`src/sv/pmpf_pkg.sv`:
```
// Shared types, constants and helpers for the PS/2 mouse packet FIFO.
// Used by pmpf_ctrl and ps2_mouse_packet_fifo; depends on nothing.
package pmpf_pkg;

  localparam int RING_DEPTH  = 4096;
  localparam int PTR_W       = $clog2(RING_DEPTH);
  localparam int CNT_W       = $clog2(RING_DEPTH + 1);
  localparam int COUNT_OUT_W = 13;

  // Bit positions in the controller status byte and the first packet byte.
  localparam int STATUS_DATA_PRESENT = 0;
  localparam int STATUS_MOUSE_PORT   = 5;
  localparam int PKT_SYNC_BIT        = 3;

  localparam logic MODE_ARRIVAL = 1'b0;
  localparam logic MODE_READ    = 1'b1;

  typedef enum logic [2:0] {
    KIND_NO_DATA  = 3'd0,
    KIND_KEYBOARD = 3'd1,
    KIND_OOS_DROP = 3'd2,
    KIND_HELD     = 3'd3,
    KIND_PUSHED   = 3'd4,
    KIND_READ     = 3'd5,
    KIND_EMPTY    = 3'd6
  } kind_t;

  typedef struct packed {
    logic             we;
    logic [PTR_W-1:0] waddr;
    logic [7:0]       wdata;
    logic             re;
    logic [PTR_W-1:0] raddr;
  } mem_req_t;

  typedef struct packed {
    logic             valid;
    kind_t            kind;
    logic             from_mem;
    logic [7:0]       obyte;
    logic [CNT_W-1:0] count;
    logic [1:0]       dropped;
  } res_t;

  function automatic logic [PTR_W-1:0] ptr_inc(input logic [PTR_W-1:0] p);
    logic [PTR_W-1:0] r;
    if (p == PTR_W'(RING_DEPTH - 1)) begin
      r = '0;
    end else begin
      r = p + 1'b1;
    end
    return r;
  endfunction

endpackage

```
`src/sv/pmpf_ctrl.sv`:
```
// Control sequencer: ring pointers, fill count, packet aligner and result build.
// Depends on pmpf_pkg; drives the ring RAM through a pmpf_pkg::mem_req_t.
module pmpf_ctrl (
  input  logic               clk,
  input  logic               rst,
  input  logic               in_valid,
  input  logic               mode,
  input  logic [7:0]         ctrl_status,
  input  logic [7:0]         data_byte,
  input  logic               slot_free,
  output logic               in_stall,
  output pmpf_pkg::mem_req_t mem,
  output pmpf_pkg::res_t     res
);

  typedef enum logic [1:0] {
    S_IDLE,
    S_RD,
    S_PUSH1,
    S_PUSH2
  } state_t;

  state_t                       state;
  logic [pmpf_pkg::PTR_W-1:0]   rp;
  logic [pmpf_pkg::PTR_W-1:0]   wp;
  logic [pmpf_pkg::CNT_W-1:0]   fill;
  logic [7:0]                   hold0;
  logic [7:0]                   hold1;
  logic [7:0]                   last_byte;
  logic [1:0]                   pos;
  logic [1:0]                   drop_cnt;

  logic accept;
  logic full;
  logic is_mouse;
  logic completes;
  logic push_now;
  logic [7:0] push_byte;

  assign in_stall  = (state != S_IDLE) || res.valid || !slot_free;
  assign accept    = in_valid && !in_stall;
  assign full      = (fill >= pmpf_pkg::CNT_W'(pmpf_pkg::RING_DEPTH));
  assign is_mouse  = (mode == pmpf_pkg::MODE_ARRIVAL)
                     && ctrl_status[pmpf_pkg::STATUS_DATA_PRESENT]
                     && ctrl_status[pmpf_pkg::STATUS_MOUSE_PORT];
  assign completes = is_mouse && (pos == 2'd2);
  assign push_now  = (accept && completes) || (state == S_PUSH1) || (state == S_PUSH2);

  always_comb begin
    unique case (state)
      S_PUSH1: push_byte = hold1;
      S_PUSH2: push_byte = last_byte;
      default: push_byte = hold0;
    endcase
  end

  always_comb begin
    mem.we    = push_now && !full;
    mem.waddr = wp;
    mem.wdata = push_byte;
    mem.re    = accept && (mode == pmpf_pkg::MODE_READ) && (fill != '0);
    mem.raddr = rp;
  end

  always_ff @(posedge clk) begin
    if (rst) begin
      state     <= S_IDLE;
      rp        <= '0;
      wp        <= '0;
      fill      <= '0;
      hold0     <= '0;
      hold1     <= '0;
      pos       <= '0;
      drop_cnt  <= '0;
      res.valid <= 1'b0;
    end else begin
      if (push_now) begin
        // The first byte of a packet starts a fresh drop count.
        if (state == S_IDLE) begin
          drop_cnt <= {1'b0, full};
        end else if (full) begin
          drop_cnt <= drop_cnt + 1'b1;
        end
        if (!full) begin
          wp   <= pmpf_pkg::ptr_inc(wp);
          fill <= fill + 1'b1;
        end
      end
      unique case (state)
        S_IDLE: begin
          // A read that returns data and a completed packet report later.
          res.valid    <= accept && !mem.re && !completes;
          res.from_mem <= 1'b0;
          res.count    <= fill;
          res.dropped  <= '0;
          if (accept) begin
            if (mode == pmpf_pkg::MODE_READ) begin
              res.obyte <= '0;
              if (fill != '0) begin
                // Result waits in S_RD for the RAM read data.
                res.kind <= pmpf_pkg::KIND_READ;
                rp       <= pmpf_pkg::ptr_inc(rp);
                fill     <= fill - 1'b1;
                state    <= S_RD;
              end else begin
                res.kind <= pmpf_pkg::KIND_EMPTY;
              end
            end else if (!ctrl_status[pmpf_pkg::STATUS_DATA_PRESENT]) begin
              res.kind  <= pmpf_pkg::KIND_NO_DATA;
              res.obyte <= '0;
            end else if (!ctrl_status[pmpf_pkg::STATUS_MOUSE_PORT]) begin
              res.kind  <= pmpf_pkg::KIND_KEYBOARD;
              res.obyte <= data_byte;
            end else if ((pos == 2'd0) && !data_byte[pmpf_pkg::PKT_SYNC_BIT]) begin
              res.kind  <= pmpf_pkg::KIND_OOS_DROP;
              res.obyte <= '0;
            end else if (pos != 2'd2) begin
              if (pos == 2'd0) begin
                hold0 <= data_byte;
              end else begin
                hold1 <= data_byte;
              end
              pos       <= pos + 1'b1;
              res.kind  <= pmpf_pkg::KIND_HELD;
              res.obyte <= '0;
            end else begin
              // First byte of the packet is written this cycle.
              res.kind  <= pmpf_pkg::KIND_PUSHED;
              res.obyte <= '0;
              last_byte <= data_byte;
              pos       <= '0;
              state     <= S_PUSH1;
            end
          end
        end
        S_RD: begin
          res.valid    <= 1'b1;
          res.kind     <= pmpf_pkg::KIND_READ;
          res.from_mem <= 1'b1;
          res.obyte    <= '0;
          res.count    <= fill;
          res.dropped  <= '0;
          state        <= S_IDLE;
        end
        S_PUSH1: begin
          res.valid <= 1'b0;
          state     <= S_PUSH2;
        end
        S_PUSH2: begin
          res.valid    <= 1'b1;
          res.kind     <= pmpf_pkg::KIND_PUSHED;
          res.from_mem <= 1'b0;
          res.obyte    <= '0;
          res.count    <= full ? fill : fill + 1'b1;
          res.dropped  <= drop_cnt + {1'b0, full};
          state        <= S_IDLE;
        end
        default: begin
          res.valid <= 1'b0;
          state     <= S_IDLE;
        end
      endcase
    end
  end

`ifndef ASSERT_OFF
  a_fill_bound: assert property (@(posedge clk) disable iff (rst)
    fill <= pmpf_pkg::CNT_W'(pmpf_pkg::RING_DEPTH))
    else $error("fill count exceeds ring depth");

  a_rd_after_read: assert property (@(posedge clk) disable iff (rst)
    (state == S_RD) |-> $past(mem.re))
    else $error("read wait state entered without a RAM read");

  a_res_pulse: assert property (@(posedge clk) disable iff (rst)
    res.valid |=> !res.valid)
    else $error("result held for more than one cycle");

  a_push_sequence: assert property (@(posedge clk) disable iff (rst)
    (state == S_PUSH1) |=> (state == S_PUSH2))
    else $error("packet push sequence broken");

  a_pos_range: assert property (@(posedge clk) disable iff (rst)
    pos != 2'd3)
    else $error("aligner position out of range");
`endif

endmodule

```
`config.mk`:
```
export PLATFORM = sky130hd
export DESIGN_NAME = pmpf_ctrl
export DESIGN_NICKNAME = d
export VERILOG_FILES = /design/src/sv/pmpf_pkg.sv /design/src/sv/pmpf_ctrl.sv
export SDC_FILE = /design/constraint.sdc
export NUM_CORES = 1
export LEC_CHECK = 0
export BUFFER_PORTS_ARGS = -buffer_cell sky130_fd_sc_hd__buf_2
export CAP_MARGIN = 25
export CORE_MARGIN = 2
export CORE_UTILIZATION = 45
export CTS_CLUSTER_SIZE = 30
export DETAILED_ROUTE_END_ITERATION = 10
export GPL_ROUTABILITY_DRIVEN = 0
export PLACE_DENSITY = 0.72
export SLEW_MARGIN = 20
export SYNTH_ARGS = -nofsm -noshare
export SYNTH_HDL_FRONTEND = slang
export SYNTH_SLANG_ARGS = --single-unit
```
`constraint.sdc`:
```
create_clock -name clk -period 5.2 [get_ports clk]
set_input_delay 1.04 -clock clk [delete_from_list [all_inputs] [get_ports clk]]
set_output_delay 1.04 -clock clk [all_outputs]
set_load 0.02 [all_outputs]
```
==> results by stage, run 1 <==
Synthesis:
- The post-synthesis instance total is 499.
- In the synthesized netlist the async set-or-reset flop fraction comes to 0%.
- The most used flip-flop cell after synthesis is sky130_fd_sc_hd__dfxtp_1.
- The synthesized netlist occupies a cell area of 0.00466 sq mm.
- The count of synthesis-stage warnings from yosys is 0.
- The number of nets produced by synthesis is 525.
- For this run, the register share of the synthesized area comes to 48.3%.
- Synthesis inferred 95 register bits.
- Averaged over all synthesized cells, the footprint is 9.35 sq um.
- The synthesized netlist contains 61 unique library cells.
- Yosys mapped a number of flops with a built-in enable equal to 35.

Timing:
- Headroom to the max-slew limit came out at 32.8%.
- At the pin with the least slew margin, the transition time is 1.01 ns.
- The minimum clock period is 3.87 ns.
- The top achievable clock speed is 259 MHz.
- The final hold violation count was 0.
- For the final database, setup skew stands at 0.0166 ns.
- Dividing the final minimum period by the clock period gives 74.4%.
- In the final timing run, aggregate negative setup slack is 0 ns.
- The max-slew violation total from the final report was 0.
- The final setup slack of the worst path is 1.33 ns.
- Setup repair after global routing left no endpoint under its margin.
- The count of final setup violators is 0.

Finish:
- The commonest non-fill, non-tap cell in the layout is sky130_fd_sc_hd__buf_2.
- Cells with a size suffix above 1 make up 20.8% of the layout.
- The repair_antennas step left the layout with diodes totalling 0.
- In the layout the commonest cells are 78 x sky130_fd_sc_hd__buf_2, 72 x sky130_fd_sc_hd__nor2_1, 60 x sky130_fd_sc_hd__dfxtp_1.
- Compared with the post-synthesis result, the final layout area differs by 14.0%.
- At the end of the flow, the number of nets in the layout was 589.
- Measured on the finished design, the core utilization comes to 52.2%.

Die:
- The die area is 0.0112 sq mm.
- The vertical die dimension is 106 microns.
- The floorplan row count is 37.
- The placeable core area is 0.0102 sq mm.
- The effective utilization at floorplan is 45.8%.
- The die is 106 microns wide.
- Pin placement for this block handled 84 I/O pins.

Run status:
- The run finished with clean final reports.

Clock network:
- For the worst-skew pair, the clock arrives at the later sink with an insertion delay of 0.37 ns.
- Counting the buffers created by CTS gives 9.
- The longest clock path from root to sink contains 2 buffers.
- The tree is rooted in a sky130_fd_sc_hd__clkbuf_8.
- The H-tree was split into 3 levels.
- Hold repair after CTS inserted 0 buffers.
- After clock tree synthesis, the repair step resized 0 gates.
- After clock tree synthesis, the clock-pin slew on the worst setup and hold paths is 0.09 ns.
- The CTS tree is yes.
- The clock net sink count is 95.
- Once the clock tree was built, the setup fixing pass inserted 0 buffers.

Drt:
- Dividing the detail-routed via count by the number of cells gives 5.61.
- The count of routing violations after the opening detailed-route iteration is 221.
- The routed layout has 3951 vias.
- Dividing the detail-routed wire length by the instance count gives 15.3 microns.
- The final layout contains routed wiring with a total length of 10800 microns.
- The first detailed-routing pass took 4 iterations.
- The residual DRC count is 0.
- The detail route stage leaves a number of antenna-violating nets equal to 0.

Power and ir drop:
- The final total power is 1.80 mW.
- The ratio of total power to cell area is 339 mW/mm^2.
- The worst-case IR drop observed on VDD is 0.123 mV.
- Summed over all cells, the static leakage comes to 2.13 nW.

Min path:
- The worst hold path terminates at hold0[0].
- The type of the worst min-delay path is reg -> reg.
- Along the worst hold path, the cell count comes to 2.
- In this run the most critical hold path is launched from hold0[0].

Job:
- The max capacitance violation total is 0.

Setup path:
- The element type at the critical path end is a primary output.
- The worst-case reg-to-reg path depth is 5.
- The startpoint of the worst-slack reg-to-reg timing path is state[0].
- In this run the critical register-to-register path is captured at wp[6].
- The signal arrival time at the worst endpoint is 2.83 ns.
- The setup check on the worst reg-to-reg path leaves a slack of 2.25 ns.
- STA classifies the critical path startpoint as a flip-flop.
- The worst setup path category is reg -> out.
- The largest fanout on the critical path is 21.
- STA puts the critical path data required time at 4.16 ns.

Global route:
- The residual overflow from global routing is 0.
- The via count of the first global-routing pass is 3658.
- The number of antenna violations at the first check in global routing is 0.
- The global-route usage over all layers is 19.8%.
- The global-route wire length before repair is 17600 microns.
- Entering global routing, the biggest net connects 68 pins.

Place:
- Input and output buffers added on the ports amount to 77.
- The setup slack at placement is 1.50 ns.
- The HPWL after detailed placement is 7570 microns.
-- flip-flops by register name (all words and copies together), names as in the netlist --
signal / cells
rp: 12
drop_cnt: 2
pos: 2
state: 2
res: 28
wp: 12
hold1: 8
hold0: 8
fill: 13
last_byte: 8
-- routing by layer --
| metal | track usage [%] | up-vias | share of wire [%] |
|---|---|---|---|
| li1 | - | 1912 | - |
| met1 | 26.5 | 1875 | 44 |
| met2 | 31.3 | 142 | 47 |
| met3 | 2.47 | 22 | 5.3 |
| met4 | 10.6 | 0 | 3.2 |
| met5 | 0 | - | 0 |
-- cell type report --
| cell class | count | area [sq um] |
|---|---|---|
| fillers | 990 | 4870 |
| multi-input cells | 361 | 2240 |
| clock buffers | 12 | 145 |
| repair buffers | 85 | 439 |
| inverters | 11 | 41.3 |
| clock inverters | 4 | 28.8 |
| well taps | 136 | 170 |
| flip-flops and latches | 95 | 2250 |
-- critical path, cell delays in order (launching register included) --
cell                      delay, ns
sky130_fd_sc_hd__dfxtp_1       0.64
sky130_fd_sc_hd__nor4b_4       0.74
sky130_fd_sc_hd__inv_2         0.13
sky130_fd_sc_hd__nor2_1        0.37
sky130_fd_sc_hd__nand2_2       0.17
sky130_fd_sc_hd__inv_1         0.19
sky130_fd_sc_hd__buf_2         0.21
-- how the worst max path moves through the flow --
stage | startpoint | to | slack [ns] | depth (start not counted)
finish | state[0] | mem[12] | 1.33 | 6
global route | state[0] | mem[12] | 1.16 | 6
CTS | state[0] | mem[12] | 1.36 | 6
detailed placement | slot_free | mem[12] | 1.50 | 7
global placement | slot_free | mem[12] | 1.52 | 7
floorplan | rst | res[15] | 1.74 | 3
-- cells by family after synthesis --
group	synth area share, %
and+or+nand+nor	25.7
DFF	48.3
AOI/OAI and AO/OA	10.7
buffers and inverters	3.73
xor gates and xnor gates	5.26
muxes	5.07
adders and majority gates	1.34
-- metrics by stage --
stage / area, sq um / instances / hold slack [ns]
after floorplan: 4660 / 499 / 0.432
after global placement: 5120 / 685 / 0.438
final: 5310 / 704 / 0.461
after global routing: 5310 / 704 / 0.469
after CTS: 5310 / 703 / 0.464
after detailed placement: 5130 / 687 / 0.451
-- power breakdown --
group          internal (mW)  switching [mW]  leakage, nW
Combinational          0.182           0.269         1.21
Sequential             0.832          0.0722        0.826
Clock                  0.190           0.255       0.0917
Total                   1.21           0.596         2.13
-- synth_stat cells, types with 3 or more instances --
library cell               number  area (sq um)
sky130_fd_sc_hd__a21oi_1       36           180
sky130_fd_sc_hd__mux2i_1       18           180
sky130_fd_sc_hd__nand3b_1       4          30.0
sky130_fd_sc_hd__a31oi_1        4          25.0
sky130_fd_sc_hd__xnor2_1       19           166
sky130_fd_sc_hd__inv_1         10          37.5
sky130_fd_sc_hd__or3_1          5          31.3
sky130_fd_sc_hd__buf_1          3          11.3
sky130_fd_sc_hd__nor3_1        24           120
sky130_fd_sc_hd__nand3_1       19          95.1
sky130_fd_sc_hd__nand2b_1       7          43.8
sky130_fd_sc_hd__nand4_1        9          56.3
sky130_fd_sc_hd__o41ai_1        3          26.3
sky130_fd_sc_hd__ha_1           5          62.6
sky130_fd_sc_hd__nor2_1        72           270
sky130_fd_sc_hd__a22oi_1        3          22.5
sky130_fd_sc_hd__and2_1         9          56.3
sky130_fd_sc_hd__dfxtp_1       60          1200
sky130_fd_sc_hd__xor2_1         9          78.8
sky130_fd_sc_hd__and3_1         6          37.5
sky130_fd_sc_hd__mux2_2         5          56.3
sky130_fd_sc_hd__edfxtp_1      35          1050
sky130_fd_sc_hd__clkbuf_1      24          90.1
sky130_fd_sc_hd__buf_2          4          20.0
sky130_fd_sc_hd__o21ai_0        6          30.0
sky130_fd_sc_hd__nor2b_1        8          50.1
sky130_fd_sc_hd__nor4_1         6          37.5
sky130_fd_sc_hd__nand2_1       41           154
Power figures use the tool's default switching activity.
==> inputs of run 2 (changes only) <==
--- a/config.mk
+++ b/config.mk
@@ -5,6 +5,7 @@
 export SDC_FILE = /design/constraint.sdc
 export NUM_CORES = 1
 export LEC_CHECK = 0
+export ABC_AREA = 1
 export BUFFER_PORTS_ARGS = -buffer_cell sky130_fd_sc_hd__buf_2
 export CAP_MARGIN = 25
 export CORE_MARGIN = 2
@@ -12,7 +13,7 @@
 export CTS_CLUSTER_SIZE = 30
 export DETAILED_ROUTE_END_ITERATION = 10
 export GPL_ROUTABILITY_DRIVEN = 0
-export PLACE_DENSITY = 0.72
+export PLACE_DENSITY = 0.71
 export SLEW_MARGIN = 20
 export SYNTH_ARGS = -nofsm -noshare
 export SYNTH_HDL_FRONTEND = slang
==> constraint.sdc (replaced) <==
create_clock -name clk -period 3.7 [get_ports clk]
set_input_delay 0.74 -clock clk [delete_from_list [all_inputs] [get_ports clk]]
set_output_delay 0.74 -clock clk [all_outputs]
set_load 0.02 [all_outputs]
==> run 2 against run 1 <==
  * Worst setup slack worse by 0.83 ns
  * Power is 33% higher
  * Clock power is 110% higher
  * Highest routed layer unchanged
==> results by stage, run 2 <==
Synthesis:
- The post-synthesis sequential area ratio is 44.2% (-4.1 points).
- The cell area after synthesis is 0.00510 sq mm (+9.3%).
- The share of the synthesized netlist area taken by xor and xnor gates came to 3.95% (-1.3 points).
- The post-synthesis compound-gate area fraction was 9.48% (-1.2 points).
- The synthesized area per cell came to 7.33 sq um (-22%).
- The async set-reset flop share out of synthesis was 0% (unchanged).
- In the synthesized netlist, the cells that appear most often are 177 x sky130_fd_sc_hd__nand2_1, 107 x sky130_fd_sc_hd__nor2_1, 78 x sky130_fd_sc_hd__inv_1.
- Yosys instantiated no cell more often than sky130_fd_sc_hd__nand2_1.
- The number of nets produced by synthesis is 721 (+37%).
- The fraction of synthesized cell area taken by the top area cell type is 23.6% (-2.2 points).
- The count of synthesis-stage warnings from yosys is 0 (unchanged).
- The number of distinct standard cells referenced by the synthesized netlist was 35 (-43%).
- Yosys attributes the largest share of cell area to sky130_fd_sc_hd__dfxtp_1 24%, sky130_fd_sc_hd__edfxtp_1 21%, sky130_fd_sc_hd__nand2_1 13%.
- The most area-hungry cell type in the Yosys netlist is sky130_fd_sc_hd__dfxtp_1.
- In the synthesized netlist the dominant register cell turns out to be sky130_fd_sc_hd__dfxtp_1.
- The share of cell area taken by muxes after synthesis is 0% (-5.1 points).
- The area share of fa/ha/maj cells after synthesis was 1.23% (-0.11 points).
- The simple logic cell fraction of the synthesized area is 31.8% (+6.2 points).
- The number of enable-type register cells in the synthesized netlist was 35 (unchanged).
- The post-synthesis instance total is 695 (+39%).
- The register bit total from synthesis is 95 (unchanged).
- By area, the combinational part of the netlist is dominated by simple AND/OR/NAND/NOR gates.

Place:
- The number of input and output port buffers inserted came to 77 (unchanged).
- The number of placed cells counting well taps is 893 (+30%).
- The setup slack at placement is 0.903 ns (-0.597 ns).
- The HPWL after detailed placement is 8200 microns (+8.3%).

Drt:
- The met2 wire length is 5570 microns (+9.1%).
- The count of routing violations after the opening detailed-route iteration is 246 (+11%).
- The detailed-route wire length per cell came to 13.0 microns (-15%).
- The via density per instance came to 5.09 (-9.3%).
- Routed signal wires occupy layers up through met4.
- The routed length on met1 was 5330 microns (+12%).
- The final antenna-violating net count is 0 (unchanged).
- The total wirelength of the detailed-routed design is 11800 microns (+9.6%).
- The residual DRC count is 0 (unchanged).
- The number of optimization iterations in the first detailed-route pass is 5 (+1).
- The via count of the routed design is 4625 (+17%).
- The length of routed met3 wiring came to 674 microns (+19%).

Timing:
- The slew of the pin with the lowest slew margin is 0.737 ns (-0.269 ns).
- The final hold violation count is 0 (unchanged).
- Setup repair after global routing left no endpoint under its margin.
- For the finished layout, the period the worst path requires is 3.20 ns.
- The max-slew violation total from the final report is 0 (unchanged).
- The top achievable clock speed is 312 MHz.
- The worst slack on hold paths was 0.456 ns (-0.00529 ns).
- The final setup slack of the worst path is 0.498 ns (-0.835 ns).
- The setup clock skew after layout is 0.0116 ns (-0.00506 ns).
- The final total negative setup slack is 0 ns (unchanged).
- The tightest slew margin relative to the limit is 50.8% (+18 points).
- The part of the cycle the worst path needs is 86.5%.
- The count of final setup violators came to 0 (unchanged).

Setup path:
- The worst-case reg-to-reg path depth is 9 (+4).
- The total stage count of the critical path is 5 (-1).
- The worst setup path is captured at a primary output.
- The critical path goes through inv_1 > nor2_1 > clkinv_1 > o221ai_1 > buf_2.
- STA classifies the critical path startpoint as a flip-flop.
- The worst-path cell with the longest stage delay is sky130_fd_sc_hd__dfxtp_1.
- The kind of cell adding the most delay to the critical path is flip-flops.
- The signal arrival time at the worst endpoint came to 2.46 ns (-0.37 ns).
- The worst path required time is 2.96 ns (-1.20 ns).
- The largest fanout on the critical path is 14 (-33%).
- The worst setup path category is reg -> out.
- The highest cell delay on the worst timing path is 0.80 ns (+0.06 ns).
- The number of buffer and inverter stages on the critical path was 3 (unchanged).

Finish:
- The ratio of cells with drive above 1 in the final layout is 16.1% (-4.6 points).
- The multi-input gate area in the final layout is 0.00237 sq mm (+5.9%).
- The final cell count without fillers is 909 (+29%).
- In the layout the commonest cells are 177 x sky130_fd_sc_hd__nand2_1, 107 x sky130_fd_sc_hd__nor2_1, 78 x sky130_fd_sc_hd__inv_1.
- Leaving out fill and tap cells, the most frequent cell in the layout is sky130_fd_sc_hd__nand2_1.
- The area growth from synthesis to layout is 15.0%.
- In the final layout, the registers with the most flip-flops are res x28, fill x13.
- The register with the most flip-flops in the final layout is res.
- The final-stage net count came to 790 (+34%).
- The number of antenna diodes is 0 (unchanged).
- The number of flip-flops under the largest register name was 28 (unchanged).
- The storage element area is 0.00225 sq mm (unchanged).
- The share of the core filled with cells in the final layout was 53.6% (+1.4 points).
- The total of fill cells in the finished design is 1051 (+6.2%).

Global route:
- The maximum number of pins on one net before global-route repair is 35 (-49%).
- The global-route usage over all layers is 19.5% (-0.32 points).
- The residual overflow from global routing is 0 (unchanged).
- The number of antenna violations at the first check in global routing is 0 (unchanged).
- The global-route wire length before repair came to 19800 microns (+12%).
- The via count of the first global-routing pass came to 4291 (+17%).

Die:
- The width of the die came to 110 microns (+4.4%).
- The vertical die dimension came to 110 microns (+4.4%).
- The effective utilization at floorplan is 46.6% (+0.82 points).
- The die area was 0.0122 sq mm (+8.9%).
- The placeable core area is 0.0109 sq mm (+7.4%).
- The floorplan row count is 38 (+2.7%).
- The I/O pin count is 84 (unchanged).

Clock network:
- The CTS buffer count is 9 (unchanged).
- The total number of H-tree levels is 3 (unchanged).
- The count of buffers added by post-CTS timing repair for setup is 0 (unchanged).
- TritonCTS built the clock tree.
- The number of gates resized after CTS is 0 (unchanged).
- The hold buffer count at CTS was 0 (unchanged).
- The register clock-pin slew on the reported worst setup and hold paths was 0.07 ns (-0.02 ns).
- The insertion delay of the later-clocked pin in the worst-skew pair came to 0.35 ns (-0.02 ns).
- The tree is rooted in a sky130_fd_sc_hd__clkbuf_16.
- The maximum buffer depth of the clock tree was 2 (unchanged).
- The clock net sink count is 95 (unchanged).

Power and ir drop:
- The static power due to leakage is 2.52 nW (+18%).
- The peak supply drop is 0.248 mV (+100%).
- The ratio of total power to cell area is 410 mW/mm^2 (+21%).

Min path:
- The type of the worst min-delay path is reg -> reg.
- The hold path depth is 2 (unchanged).

Job:
- The max capacitance violation total is 0 (unchanged).

Run status:
- The flow ran to the end, and the final reports show no timing, DRC or antenna violations.
run 2: cell count changes after synthesis, moves of 8 or more:
| cell | before | now |
|---|---|---|
| sky130_fd_sc_hd__nand2_1 | 41 | 177 |
| sky130_fd_sc_hd__inv_1 | 10 | 78 |
| sky130_fd_sc_hd__nor2_1 | 72 | 107 |
| sky130_fd_sc_hd__o21ai_0 | 6 | 34 |
| sky130_fd_sc_hd__nand3_1 | 19 | 40 |
| sky130_fd_sc_hd__mux2i_1 | 18 | 0 |
| sky130_fd_sc_hd__clkbuf_1 | 24 | 9 |
| sky130_fd_sc_hd__nor3_1 | 24 | 9 |
| sky130_fd_sc_hd__xnor2_1 | 19 | 5 |
| sky130_fd_sc_hd__and2_1 | 9 | 0 |
| sky130_fd_sc_hd__xor2_1 | 9 | 18 |
| sky130_fd_sc_hd__a21oi_1 | 36 | 44 |
| sky130_fd_sc_hd__nor2b_1 | 8 | 0 |
run 2: worst paths after layout:
path | from | endpoint | slack (ns)
setup / recovery | state[1] | mem[19] | 0.50
hold / removal | hold1[0] | hold1[0] | 0.46
setup reg to reg | state[1] | rp[10] | 1.48
hold reg to reg | hold1[0] | hold1[0] | 0.46
run 2: cell families after synthesis:
family | Yosys count
and+or+nand+nor | 371
DFF | 95
xor gates and xnor gates | 23
AOI/OAI and AO/OA | 90
adders and majority gates | 5
buffers and inverters | 111
run 2: layout make-up:
class,count,area share (%)
flip-flops and latches,95,38.4
multi-input cells,489,40.5
well taps,140,2.99
clock buffers,11,4.34
clock inverters,5,0.748
repair buffers,85,7.60
inverters,84,5.43
run 2: where the power goes:
part           total (mW)  internal [mW]  switching (mW)
Combinational       0.330          0.108           0.221
Clock               0.925          0.508           0.417
Sequential           1.15           1.12          0.0284
run 2: per-stage QoR:
step	total power, mW	instance area (sq um)
2_1_floorplan	1.42	5100
3_3_place_gp	1.49	5560
3_5_place_dp	1.50	5560
4_1_cts	2.42	5860
5_1_grt	2.52	5860
6_report	2.40	5860
run 2: metal layers:
metal  vias up  track usage, %
li1       2365               -
met1      2103            24.0
met2       138            33.5
met3        19            4.01
met4         0            7.58
met5         -               0
run 2: worst reg2reg max path, delay by kind of cell, from the launching register on:
kind,cells,cell delay [ns]
simple gates,6,1.04
flops,1,0.54
buf+inv,3,0.52
